--- src/rtl/sepbo_pkg.sv ---
// ----------------------------------------------------------------------------
// sepbo_pkg: shared types and constants for the progress bar overlay
// Item structs, register indexes, sizing constants and the blend table.
// ----------------------------------------------------------------------------
package sepbo_pkg;

    // sizing
    localparam int MAX_DIM     = 4096;
    localparam int SIG_ENTRIES = 256;
    localparam int HALF        = SIG_ENTRIES / 2;
    localparam int QB          = $clog2(SIG_ENTRIES);     // blend table index bits
    localparam int EDGE_LOG2   = 4;                       // z carries 16 steps per unit
    localparam int Z_SHIFT     = QB - EDGE_LOG2;

    // register and field widths
    localparam int IMG_W   = 13;
    localparam int FRAME_W = 16;
    localparam int COLOR_W = 24;
    localparam int PIX_W   = 12;
    localparam int CH_W    = 8;

    localparam int DIM_W     = $clog2(MAX_DIM) + 1;       // clamped width, step
    localparam int MARK_W    = $clog2(MAX_DIM) + FRAME_W; // width*frame product
    localparam int DIV_STEPS = 4;                         // quotient bits per stage
    localparam int MDIV_ST   = (MARK_W + DIV_STEPS - 1) / DIV_STEPS;
    localparam int ZDIV_ST   = (QB + DIV_STEPS - 1) / DIV_STEPS;

    // blend factor, unsigned Q8
    localparam int F_W = 9;
    localparam logic [F_W-1:0] F_ONE  = F_W'(256);
    localparam logic [F_W-1:0] F_HALF = F_W'(128);

    // register indexes
    typedef logic [2:0] t_cfg_index;
    localparam t_cfg_index CFG_IMAGE_WIDTH  = 3'd0;
    localparam t_cfg_index CFG_IMAGE_HEIGHT = 3'd1;
    localparam t_cfg_index CFG_BAR_HEIGHT   = 3'd2;
    localparam t_cfg_index CFG_FRAME_COUNT  = 3'd3;
    localparam t_cfg_index CFG_COLOR_START  = 3'd4;
    localparam t_cfg_index CFG_COLOR_END    = 3'd5;

    typedef struct packed {
        logic [FRAME_W-1:0] frame_index;
        logic [PIX_W-1:0]   pixel_x;
        logic [PIX_W-1:0]   pixel_y;
        logic [CH_W-1:0]    in_red;
        logic [CH_W-1:0]    in_green;
        logic [CH_W-1:0]    in_blue;
    } t_in_item;

    typedef struct packed {
        logic [CH_W-1:0] out_red;
        logic [CH_W-1:0] out_green;
        logic [CH_W-1:0] out_blue;
    } t_out_item;

    typedef enum logic [1:0] {
        ST_IDLE,
        ST_LOAD,
        ST_DIV
    } t_step_state;

    typedef logic [SIG_ENTRIES-1:0][F_W-1:0] t_blend_tab;

    localparam logic [63:0] Q30_ONE = 64'd1 << 30;
    localparam logic [63:0] EXP_CAP = 64'd1 << 45;

    // (a*b)>>30 split so the products stay inside 64 bits
    function automatic logic [63:0] mul_q30(input logic [63:0] a, input logic [63:0] b);
        logic [63:0] hi;
        logic [63:0] lo;
        hi = b >> 15;
        lo = b & 64'h7FFF;
        return ((a * hi) >> 15) + ((a * lo) >> 30);
    endfunction

    // floor(num/den) for results below 2**F_W, by bitwise search
    function automatic logic [F_W-1:0] quot_small(input logic [63:0] num,
                                                  input logic [63:0] den);
        logic [F_W-1:0] f;
        logic [F_W-1:0] cand;
        f = '0;
        for (int b = F_W - 1; b >= 0; b--) begin
            cand = f | (F_W'(1) << b);
            if (64'(cand) * den <= num) begin
                f = cand;
            end
        end
        return f;
    endfunction

    // round(256*sigmoid(z/16)), exp kept in Q30 and grown by exp(1/16)
    function automatic t_blend_tab build_blend_tab();
        t_blend_tab  tab;
        logic [63:0] term;
        logic [63:0] sum;
        logic [63:0] q;
        logic [63:0] e;
        logic [63:0] den;
        tab  = '0;
        term = 64'd1 << 40;
        sum  = term;
        for (int k = 1; k <= 12; k++) begin
            term = term / 64'(16 * k);
            sum  = sum + term;
        end
        q = (sum + (64'd1 << 9)) >> 10;
        e = Q30_ONE;
        for (int k = 0; k <= HALF; k++) begin
            den = 64'd2 * (e + Q30_ONE);
            if (k < HALF) begin
                tab[HALF + k] = quot_small(64'd513 * e + Q30_ONE, den);
            end
            if (k >= 1) begin
                tab[HALF - k] = quot_small(64'd512 * Q30_ONE + e + Q30_ONE, den);
            end
            if (e < EXP_CAP) begin
                e = mul_q30(e, q);
            end
        end
        return tab;
    endfunction

    localparam t_blend_tab BLEND_TAB = build_blend_tab();

endpackage

--- src/rtl/soft_edge_progress_bar_overlay_core.sv ---
// ----------------------------------------------------------------------------
// soft_edge_progress_bar_overlay_core
// Pixel-stream overlay that paints a soft-edged progress bar on the bottom lines.
// ----------------------------------------------------------------------------
// Usage:
//   Input channel (i_in_valid / o_in_stall / i_in_item) takes one pixel with
//   its position and frame number. Output channel (o_out_valid / i_out_stall /
//   o_out_item) returns the pixel, bar-blended or unchanged.
//   Config channel (i_cfg_valid / o_cfg_ready) writes one register per item;
//   it is always ready. Write only while no pixel is in flight.
//   Throughput: one pixel per cycle while o_in_stall is low. There are
//   16 register stages: input, multiply, the 7-stage mark divider (4 quotient
//   bits per stage), distance, magnitude, edge setup, the 2-stage edge
//   divider, blend factor and output. After reset and after every config
//   write, a sequential divider derives the edge step (width / frames);
//   o_in_stall is high meanwhile. Reset loads the default registers and
//   empties the pipeline. A stall on the output holds the result; bubbles
//   inside the pipeline still close up, so pixels keep being taken until
//   every stage is full.
// ----------------------------------------------------------------------------
module soft_edge_progress_bar_overlay_core
    import sepbo_pkg::*;
(
    input  logic             i_clk,
    input  logic             i_rst_n,
    input  logic             i_in_valid,
    output logic             o_in_stall,
    input  t_in_item         i_in_item,
    output logic             o_out_valid,
    input  logic             i_out_stall,
    output t_out_item        o_out_item,
    input  logic             i_cfg_valid,
    output logic             o_cfg_ready,
    input  t_cfg_index       i_cfg_index,
    input  logic [COLOR_W-1:0] i_cfg_data
);

    localparam int S_IN    = 0;
    localparam int S_MUL   = 1;
    localparam int S_DIV0  = 2;
    localparam int S_DIFF  = S_DIV0 + MDIV_ST;
    localparam int S_ABS   = S_DIFF + 1;
    localparam int S_ZINIT = S_ABS + 1;
    localparam int S_ZDIV0 = S_ZINIT + 1;
    localparam int S_F     = S_ZDIV0 + ZDIV_ST;
    localparam int S_OUT   = S_F + 1;
    localparam int NSTG    = S_OUT + 1;
    localparam int CNT_W   = $clog2(DIM_W + 1);

    typedef struct packed {
        logic            bar;
        logic [PIX_W-1:0] px;
        logic [CH_W-1:0] red;
        logic [CH_W-1:0] green;
        logic [CH_W-1:0] blue;
    } t_carry;

    typedef struct packed {
        logic neg;
        logic eq;
        logic sat;
    } t_zflag;

    // ---------------- configuration ----------------
    logic [IMG_W-1:0]   r_image_width;
    logic [IMG_W-1:0]   r_image_height;
    logic [IMG_W-1:0]   r_bar_height;
    logic [FRAME_W-1:0] r_frame_count;
    logic [COLOR_W-1:0] r_color_start;
    logic [COLOR_W-1:0] r_color_end;
    logic               cfg_wr;

    assign o_cfg_ready = 1'b1;
    assign cfg_wr      = i_cfg_valid && o_cfg_ready;

    always_ff @(posedge i_clk) begin
        if (!i_rst_n) begin
            r_image_width  <= IMG_W'(1920);
            r_image_height <= IMG_W'(1080);
            r_bar_height   <= IMG_W'(8);
            r_frame_count  <= FRAME_W'(30);
            r_color_start  <= COLOR_W'(24'hFF0000);
            r_color_end    <= '0;
        end else if (cfg_wr) begin
            case (i_cfg_index)
                CFG_IMAGE_WIDTH:  r_image_width  <= i_cfg_data[IMG_W-1:0];
                CFG_IMAGE_HEIGHT: r_image_height <= i_cfg_data[IMG_W-1:0];
                CFG_BAR_HEIGHT:   r_bar_height   <= i_cfg_data[IMG_W-1:0];
                CFG_FRAME_COUNT:  r_frame_count  <= i_cfg_data[FRAME_W-1:0];
                CFG_COLOR_START:  r_color_start  <= i_cfg_data;
                CFG_COLOR_END:    r_color_end    <= i_cfg_data;
                default: ;
            endcase
        end
    end

    logic [DIM_W-1:0]   w_eff;
    logic [DIM_W-1:0]   h_eff;
    logic [FRAME_W-1:0] frames;

    assign w_eff  = (32'(r_image_width) > MAX_DIM) ? DIM_W'(MAX_DIM) : DIM_W'(r_image_width);
    assign h_eff  = (32'(r_image_height) > MAX_DIM) ? DIM_W'(MAX_DIM) : DIM_W'(r_image_height);
    assign frames = (r_frame_count == '0) ? FRAME_W'(1) : r_frame_count;

    // ---------------- step = w_eff / frames, sequential ----------------
    t_step_state      r_state;
    t_step_state      n_state;
    logic [DIM_W-1:0] r_sd_num;
    logic [FRAME_W-1:0] r_sd_rem;
    logic [CNT_W-1:0] r_sd_cnt;
    logic             step_busy;
    logic             sd_load;
    logic             sd_iter;
    logic [FRAME_W:0] sd_t;
    logic             step_zero;

    always_comb begin
        n_state = r_state;
        case (r_state)
            ST_IDLE: begin
                if (cfg_wr) n_state = ST_LOAD;
            end
            ST_LOAD: begin
                n_state = cfg_wr ? ST_LOAD : ST_DIV;
            end
            ST_DIV: begin
                if (cfg_wr) begin
                    n_state = ST_LOAD;
                end else if (r_sd_cnt == '0) begin
                    n_state = ST_IDLE;
                end
            end
            default: n_state = ST_IDLE;
        endcase
    end

    always_comb begin
        step_busy = 1'b1;
        sd_load   = 1'b0;
        sd_iter   = 1'b0;
        case (r_state)
            ST_IDLE: step_busy = 1'b0;
            ST_LOAD: sd_load   = 1'b1;
            ST_DIV:  sd_iter   = (r_sd_cnt != '0);
            default: step_busy = 1'b1;
        endcase
    end

    always_ff @(posedge i_clk) begin
        if (!i_rst_n) begin
            r_state <= ST_LOAD;
        end else begin
            r_state <= n_state;
        end
    end

    assign sd_t = {r_sd_rem, r_sd_num[DIM_W-1]};

    always_ff @(posedge i_clk) begin
        if (sd_load) begin
            r_sd_num <= w_eff;
            r_sd_rem <= '0;
            r_sd_cnt <= CNT_W'(DIM_W);
        end else if (sd_iter) begin
            if (sd_t >= {1'b0, frames}) begin
                r_sd_rem <= FRAME_W'(sd_t - {1'b0, frames});
                r_sd_num <= {r_sd_num[DIM_W-2:0], 1'b1};
            end else begin
                r_sd_rem <= sd_t[FRAME_W-1:0];
                r_sd_num <= {r_sd_num[DIM_W-2:0], 1'b0};
            end
            r_sd_cnt <= r_sd_cnt - CNT_W'(1);
        end
    end

    assign step_zero = (r_sd_num == '0);

    // ---------------- pipeline control ----------------
    logic [NSTG-1:0] r_v;
    logic [NSTG-1:0] rdy;
    logic            in_take;

    always_comb begin
        rdy[NSTG-1] = !r_v[NSTG-1] || !i_out_stall;
        for (int k = NSTG - 2; k >= 0; k--) begin
            rdy[k] = !r_v[k] || rdy[k+1];
        end
    end

    assign o_in_stall  = step_busy || !rdy[S_IN];
    assign in_take     = i_in_valid && !step_busy;
    assign o_out_valid = r_v[S_OUT];

    always_ff @(posedge i_clk) begin
        if (!i_rst_n) begin
            r_v <= '0;
        end else begin
            for (int k = 0; k < NSTG; k++) begin
                if (rdy[k]) begin
                    r_v[k] <= (k == 0) ? in_take : r_v[(k == 0) ? 0 : k - 1];
                end
            end
        end
    end

    // pass-through data and bar flag travel with every stage
    t_carry in_carry;
    t_carry r_carry [NSTG];

    always_comb begin
        in_carry.bar   = (32'(i_in_item.pixel_x) < 32'(w_eff))
                      && (32'(i_in_item.pixel_y) < 32'(h_eff))
                      && (32'(i_in_item.pixel_y) + 32'(r_bar_height) >= 32'(h_eff));
        in_carry.px    = i_in_item.pixel_x;
        in_carry.red   = i_in_item.in_red;
        in_carry.green = i_in_item.in_green;
        in_carry.blue  = i_in_item.in_blue;
    end

    always_ff @(posedge i_clk) begin
        for (int k = 0; k < NSTG; k++) begin
            if (rdy[k]) begin
                r_carry[k] <= (k == 0) ? in_carry : r_carry[(k == 0) ? 0 : k - 1];
            end
        end
    end

    // ---------------- mark = w_eff * frame / frames ----------------
    logic [FRAME_W-1:0] r_fi;
    logic [MARK_W-1:0]  r_prod;
    logic [MARK_W-1:0]  r_md_num [MDIV_ST];
    logic [FRAME_W-1:0] r_md_rem [MDIV_ST];
    logic [MARK_W-1:0]  n_md_num [MDIV_ST];
    logic [FRAME_W-1:0] n_md_rem [MDIV_ST];

    always_ff @(posedge i_clk) begin
        if (rdy[S_IN])  r_fi   <= i_in_item.frame_index;
        if (rdy[S_MUL]) r_prod <= MARK_W'(w_eff) * MARK_W'(r_fi);
    end

    // restoring division, DIV_STEPS quotient bits per stage
    always_comb begin
        logic [MARK_W-1:0]  num;
        logic [FRAME_W-1:0] rem;
        logic [FRAME_W:0]   t;
        logic               qb;
        for (int j = 0; j < MDIV_ST; j++) begin
            num = (j == 0) ? r_prod : r_md_num[(j == 0) ? 0 : j - 1];
            rem = (j == 0) ? '0 : r_md_rem[(j == 0) ? 0 : j - 1];
            for (int i = 0; i < DIV_STEPS; i++) begin
                if (j * DIV_STEPS + i < MARK_W) begin
                    t  = {rem, num[MARK_W-1]};
                    qb = (t >= {1'b0, frames});
                    rem = qb ? FRAME_W'(t - {1'b0, frames}) : t[FRAME_W-1:0];
                    num = {num[MARK_W-2:0], qb};
                end
            end
            n_md_num[j] = num;
            n_md_rem[j] = rem;
        end
    end

    always_ff @(posedge i_clk) begin
        for (int j = 0; j < MDIV_ST; j++) begin
            if (rdy[S_DIV0 + j]) begin
                r_md_num[j] <= n_md_num[j];
                r_md_rem[j] <= n_md_rem[j];
            end
        end
    end

    // ---------------- distance to the mark ----------------
    logic signed [MARK_W:0] r_diff;
    logic [MARK_W-1:0]      r_adist;
    logic                   r_abs_neg;
    logic                   r_abs_eq;
    logic signed [MARK_W:0] diff_mag;

    assign diff_mag = r_diff[MARK_W] ? -r_diff : r_diff;

    always_ff @(posedge i_clk) begin
        if (rdy[S_DIFF]) begin
            r_diff <= $signed({1'b0, MARK_W'(r_carry[S_DIFF-1].px)})
                    - $signed({1'b0, r_md_num[MDIV_ST-1]});
        end
        if (rdy[S_ABS]) begin
            r_adist   <= diff_mag[MARK_W-1:0];
            r_abs_neg <= r_diff[MARK_W];
            r_abs_eq  <= (r_diff == '0);
        end
    end

    // ---------------- z = |d|*16 / step, saturated ----------------
    t_zflag              r_zi;
    logic [DIM_W-1:0]    r_zi_rem;
    logic [QB-1:0]       r_zi_low;
    logic [MARK_W+EDGE_LOG2-1:0] scaled;
    t_zflag              r_zd_flag [ZDIV_ST];
    logic [QB-1:0]       r_zd_num  [ZDIV_ST];
    logic [DIM_W-1:0]    r_zd_rem  [ZDIV_ST];
    logic [QB-1:0]       n_zd_num  [ZDIV_ST];
    logic [DIM_W-1:0]    n_zd_rem  [ZDIV_ST];

    assign scaled = {r_adist, {EDGE_LOG2{1'b0}}};

    always_ff @(posedge i_clk) begin
        if (rdy[S_ZINIT]) begin
            r_zi.neg <= r_abs_neg;
            r_zi.eq  <= r_abs_eq;
            // quotient reaches 2**QB or more
            r_zi.sat <= (MARK_W+1)'(r_adist) >= ((MARK_W+1)'(r_sd_num) << Z_SHIFT);
            r_zi_rem <= DIM_W'(r_adist >> Z_SHIFT);
            r_zi_low <= scaled[QB-1:0];
        end
    end

    always_comb begin
        logic [QB-1:0]    num;
        logic [DIM_W-1:0] rem;
        logic [DIM_W:0]   t;
        logic             qb;
        for (int j = 0; j < ZDIV_ST; j++) begin
            num = (j == 0) ? r_zi_low : r_zd_num[(j == 0) ? 0 : j - 1];
            rem = (j == 0) ? r_zi_rem : r_zd_rem[(j == 0) ? 0 : j - 1];
            for (int i = 0; i < DIV_STEPS; i++) begin
                if (j * DIV_STEPS + i < QB) begin
                    t  = {rem, num[QB-1]};
                    qb = (t >= {1'b0, r_sd_num});
                    rem = qb ? DIM_W'(t - {1'b0, r_sd_num}) : t[DIM_W-1:0];
                    num = {num[QB-2:0], qb};
                end
            end
            n_zd_num[j] = num;
            n_zd_rem[j] = rem;
        end
    end

    always_ff @(posedge i_clk) begin
        for (int j = 0; j < ZDIV_ST; j++) begin
            if (rdy[S_ZDIV0 + j]) begin
                r_zd_num[j]  <= n_zd_num[j];
                r_zd_rem[j]  <= n_zd_rem[j];
                r_zd_flag[j] <= (j == 0) ? r_zi : r_zd_flag[(j == 0) ? 0 : j - 1];
            end
        end
    end

    // ---------------- blend factor ----------------
    logic [F_W-1:0] r_f;
    logic [F_W-1:0] n_f;

    always_comb begin
        logic [QB-1:0] q;
        logic [QB:0]   qc;
        logic [QB:0]   idx;
        t_zflag        fl;
        q  = r_zd_num[ZDIV_ST-1];
        fl = r_zd_flag[ZDIV_ST-1];
        if (!fl.neg) begin
            qc  = (fl.sat || (QB+1)'(q) >= (QB+1)'(HALF - 1)) ? (QB+1)'(HALF - 1)
                                                              : (QB+1)'(q);
            idx = (QB+1)'(HALF) + qc;
        end else begin
            qc  = (fl.sat || (QB+1)'(q) >= (QB+1)'(HALF)) ? (QB+1)'(HALF) : (QB+1)'(q);
            idx = (QB+1)'(HALF) - qc;
        end
        if (step_zero) begin
            n_f = fl.neg ? '0 : (fl.eq ? F_HALF : F_ONE);
        end else begin
            n_f = BLEND_TAB[idx[QB-1:0]];
        end
    end

    always_ff @(posedge i_clk) begin
        if (rdy[S_F]) r_f <= n_f;
    end

    // ---------------- color blend ----------------
    // (c0*(256-f) + c1*f) >> 8 == c0 + floor((c1-c0)*f / 256)
    function automatic logic [CH_W-1:0] blend_chan(input logic [CH_W-1:0] c0,
                                                   input logic [CH_W-1:0] c1,
                                                   input logic [F_W-1:0]  f);
        logic signed [CH_W:0] dc;
        logic signed [18:0]   pm;
        logic [18:0]          sum;
        dc  = $signed({1'b0, c1}) - $signed({1'b0, c0});
        pm  = 19'(dc) * 19'($signed({1'b0, f}));
        sum = {11'b0, c0} + 19'(pm >>> 8);
        return sum[CH_W-1:0];
    endfunction

    t_out_item r_out;
    t_out_item n_out;
    t_carry    cf;

    always_comb begin
        cf = r_carry[S_OUT-1];
        if (cf.bar) begin
            n_out.out_red   = blend_chan(r_color_start[23:16], r_color_end[23:16], r_f);
            n_out.out_green = blend_chan(r_color_start[15:8],  r_color_end[15:8],  r_f);
            n_out.out_blue  = blend_chan(r_color_start[7:0],   r_color_end[7:0],   r_f);
        end else begin
            n_out.out_red   = cf.red;
            n_out.out_green = cf.green;
            n_out.out_blue  = cf.blue;
        end
    end

    always_ff @(posedge i_clk) begin
        if (rdy[S_OUT]) r_out <= n_out;
    end

    assign o_out_item = r_out;

`ifndef ASSERT_OFF
    // a config write holds off pixels while the step is recomputed
    a_cfg_blocks_input: assert property (@(posedge i_clk) disable iff (!i_rst_n)
        cfg_wr |=> o_in_stall)
        else $error("pixel accepted right after a config write");

    // the step unit ends with floor(w_eff / frames)
    a_step_quotient: assert property (@(posedge i_clk) disable iff (!i_rst_n)
        $fell(step_busy) |->
            (32'(r_sd_num) * 32'(frames) <= 32'(w_eff))
            && ((32'(r_sd_num) + 32'd1) * 32'(frames) > 32'(w_eff)))
        else $error("step divider result wrong");

    a_mark_remainder: assert property (@(posedge i_clk) disable iff (!i_rst_n)
        r_v[S_DIV0 + MDIV_ST - 1] |-> (r_md_rem[MDIV_ST-1] < frames))
        else $error("mark divider remainder out of range");

    a_blend_range: assert property (@(posedge i_clk) disable iff (!i_rst_n)
        r_v[S_F] |-> (r_f <= F_ONE))
        else $error("blend factor above one");
`endif

endmodule

--- config.mk ---
export PLATFORM = sky130hd
export DESIGN_NAME = soft_edge_progress_bar_overlay_core
export DESIGN_NICKNAME = d
export VERILOG_FILES = /design/src/rtl/sepbo_pkg.sv /design/src/rtl/soft_edge_progress_bar_overlay_core.sv
export SDC_FILE = /design/constraint.sdc
export NUM_CORES = 2
export LEC_CHECK = 0
export BUFFER_PORTS_ARGS = -buffer_cell sky130_fd_sc_hd__buf_2
export CELL_PAD_IN_SITES_DETAIL_PLACEMENT = 1
export CELL_PAD_IN_SITES_GLOBAL_PLACEMENT = 1
export CORE_UTILIZATION = 47
export CTS_CLUSTER_SIZE = 10
export DETAILED_ROUTE_END_ITERATION = 8
export GPL_ROUTABILITY_DRIVEN = 0
export PLACE_DENSITY = 0.79
export SYNTH_ARGS = -nofsm -noshare
export SYNTH_HDL_FRONTEND = slang
export SYNTH_SLANG_ARGS = --single-unit
export TNS_END_PERCENT = 5
--- constraint.sdc ---
create_clock -name i_clk -period 12.16 [get_ports i_clk]
set_input_delay 0.608 -clock i_clk [delete_from_list [all_inputs] [get_ports i_clk]]
set_output_delay 0.608 -clock i_clk [all_outputs]
set_load 0.05 [all_outputs]
==> results.toml <==
[drt]
wl_met2_um = 129000
drt-total-wl_um = 259000
met1Wirelength_um = 102000
dr.pass1.iters = 5
first_iter_violations = 3934
wl_per_cell_um = 24.0
wl_met3_um = 11900
viasPerCell = 5.95
drc_errors = 0
top_layer_used = "met5"
vias = 64296
ant_nets = 0

[global_routing]
antenna_found_initial = 10
overflow = 0
track_usage_pct = 28.6
grt_pass1_vias = 69350
grt_pass1_wl_um = 400000
grt_max_degree = 109

[logic_synthesis]
ys_async_sr_fraction_pct = 0
ys_ff_latch = 1116
syn_inst = 8133
syn_area_mm2 = 0.0838
synth_cell_types = 96
synth-edff-count = 975
syn_area_per_cell_um2 = 10.3
synth_flop_cell = "edfxtp_1"
synth-seq-area-share_pct = 38.3
yosysWarnings = 0
syn-num-nets = 9430

[timing]
worst_pin_slew_ps = 1260
fmax_ghz = 0.0858
fin_crit_sh_pct = 95.9
hold_viol_final = 0
worst_clock_skew_ps = 82.8
min_period_ps = 11660
maxSlewHeadroom_pct = 16.0
setup_viol = 0
slew_viol_final = 0

[floorplanning]
start_util_pct = 47.5
core_area_mm2 = 0.177
fp.dieH_um = 424
num_io_pins = 123
die_w_um = 424
dieArea_mm2 = 0.180
row_count = 154

[cts]
ctsRootBufferMaster = "clkbuf_16"
clk_latency_ps = 840
h-tree-depth = 4
clk_pin_slew_worst_paths_ps = 60
cts_buffers = 139
cts_sinks = 1116
clockBufferDepth = 3
cts_tree = "built"

[critical_path]
cpPeakStageDelay_ps = 460
cp-end-kind = "flip-flop"
crit_required_ps = 12690
cp_slowest_cell = "a2111oi_2"
critPathBufInv = 4
crit_fanout = 20
arrival_ps = 12190
critPathKind = "reg2reg"
start_kind = "flip-flop"
crit_family = "compound AO/OA/AOI/OAI gates"

[finish]
area_growth_pct = 10.7
postLayoutCellArea_mm2 = 0.0928
layout.nets = 9690
layout_common_cells = "975 x edfxtp_1, 874 x nand2_1, 861 x ha_1"
final_common_cell = "edfxtp_1"
drive_gt1_share_pct = 10.6

[placed_design]
port_buffers = 121
dp_hpwl_um = 194000
placed_area_mm2 = 0.0877

[min_path]
min_path_type = "in2reg"

[run_status]
status = "finished clean"

[flow_run]
cap_viol_max_count = 0
==> synth_stat cells (124+ instances only) <==
library cell | count | area [µm²]
dfxtp_1 | 141 | 2820
inv_1 | 704 | 2640
xnor2_1 | 368 | 3220
a21oi_1 | 434 | 2170
o21ai_0 | 396 | 1980
a21o_1 | 216 | 1620
nor2_1 | 417 | 1570
nor3_1 | 146 | 731
nand2_1 | 885 | 3320
xor2_1 | 146 | 1280
ha_1 | 861 | 10800
and2_1 | 166 | 1040
mux2_2 | 287 | 3230
fa_1 | 340 | 6810
a21boi_0 | 124 | 931
edfxtp_1 | 975 | 29300
clkbuf_1 | 172 | 646
==> sequential cells by signal, summed over array words and instances, names as in the netlist, 16 cells and up <==
| name | cells |
|---|---|
| r_color_end | 24 |
| r_md_rem | 96 |
| r_prod | 28 |
| r_adist | 28 |
| r_v | 16 |
| r_frame_count | 16 |
| r_carry | 483 |
| r_diff | 29 |
| r_color_start | 24 |
| o_out_item | 24 |
| r_md_num | 196 |
| r_sd_rem | 16 |
| r_fi | 16 |
==> area by class of cell <==
class / instances / area, µm²
multi-input combinational: 6102 / 48600
sequential: 1116 / 32100
clock inverter: 38 / 602
fill: 19228 / 83900
inverter: 712 / 2690
clock buffer: 171 / 3600
timing repair buffer: 322 / 2270
tap: 2340 / 2930
antenna: 11 / 27.5
==> per-layer routing <==
layer	vias to the layer above	GRT usage, %
met5	-	0
met4	2	16.5
met3	642	3.66
met2	1771	50.4
met1	32332	33.3
li1	29549	-
==> cells by family (layout without fill, tap and decap cells) <==
| kind of cell | Yosys count | in the layout | synth area share (%) |
|---|---|---|---|
| simple gates | 2282 | 2282 | 12.9 |
| compound gates | 1752 | 1752 | 13.6 |
| fa+ha+maj | 1201 | 1201 | 21.0 |
| flops | 1116 | 1116 | 38.3 |
| buf+inv | 916 | 1243 | 4.18 |
| xor+xnor | 514 | 514 | 5.37 |
| mux | 351 | 352 | 4.68 |
| other cells | 1 | 12 | 0.00447 |
==> worst paths after layout <==
check                   startpoint  slack [ps]  cells past startpoint                 to
setup reg to reg  r_frame_count[7]         500                     46     r_md_rem[5][3]
setup / recovery  r_frame_count[7]         500                     46     r_md_rem[5][3]
hold reg to reg     r_md_num[0][6]         360                      0    r_md_num[1][10]
hold / removal      i_cfg_data[17]          50                      3  r_color_start[17]
==> worst reg2reg max path, delay by kind of cell (launching register included) <==
| kind | cells | cell delay, ps |
|---|---|---|
| AOI/OAI and AO/OA | 24 | 6090 |
| xor gates and xnor gates | 1 | 140 |
| adders and majority gates | 5 | 1550 |
| buffers and inverters | 4 | 520 |
| DFF | 1 | 350 |
| muxes | 3 | 970 |
| and+or+nand+nor | 9 | 1740 |
==> timing repair <==
| action | CTS | global route |
|---|---|---|
| gates resized for setup | 7 | 60 |
| endpoints found under the setup margin | 67 | 117 |
| setup buffers | 6 | 18 |
| hold buffers | 40 | 0 |
| hold endpoints to repair | 40 | 0 |
| gates cloned | 0 | 1 |
| pin swaps | 1 | 6 |
==> per-stage QoR <==
step | setup TNS (ps) | hold slack (ps) | setup slack, ps | utilization [%] | cells
CTS | 0 | 5.45 | 38.1 | 52.3 | 10782
global placement | 0 | 400 | 297 | 49.6 | 10527
floorplan | 0 | 400 | 72.2 | - | 8133
finish | 0 | 54.3 | 499 | 52.5 | 10812
global route | -1690 | 66.6 | -119 | 52.5 | 10810
detailed placement | -5500 | 405 | -134 | 49.6 | 10527
Power is not shown: default switching activity piles up to over one toggle a cycle in this logic, so the estimate is an artifact.
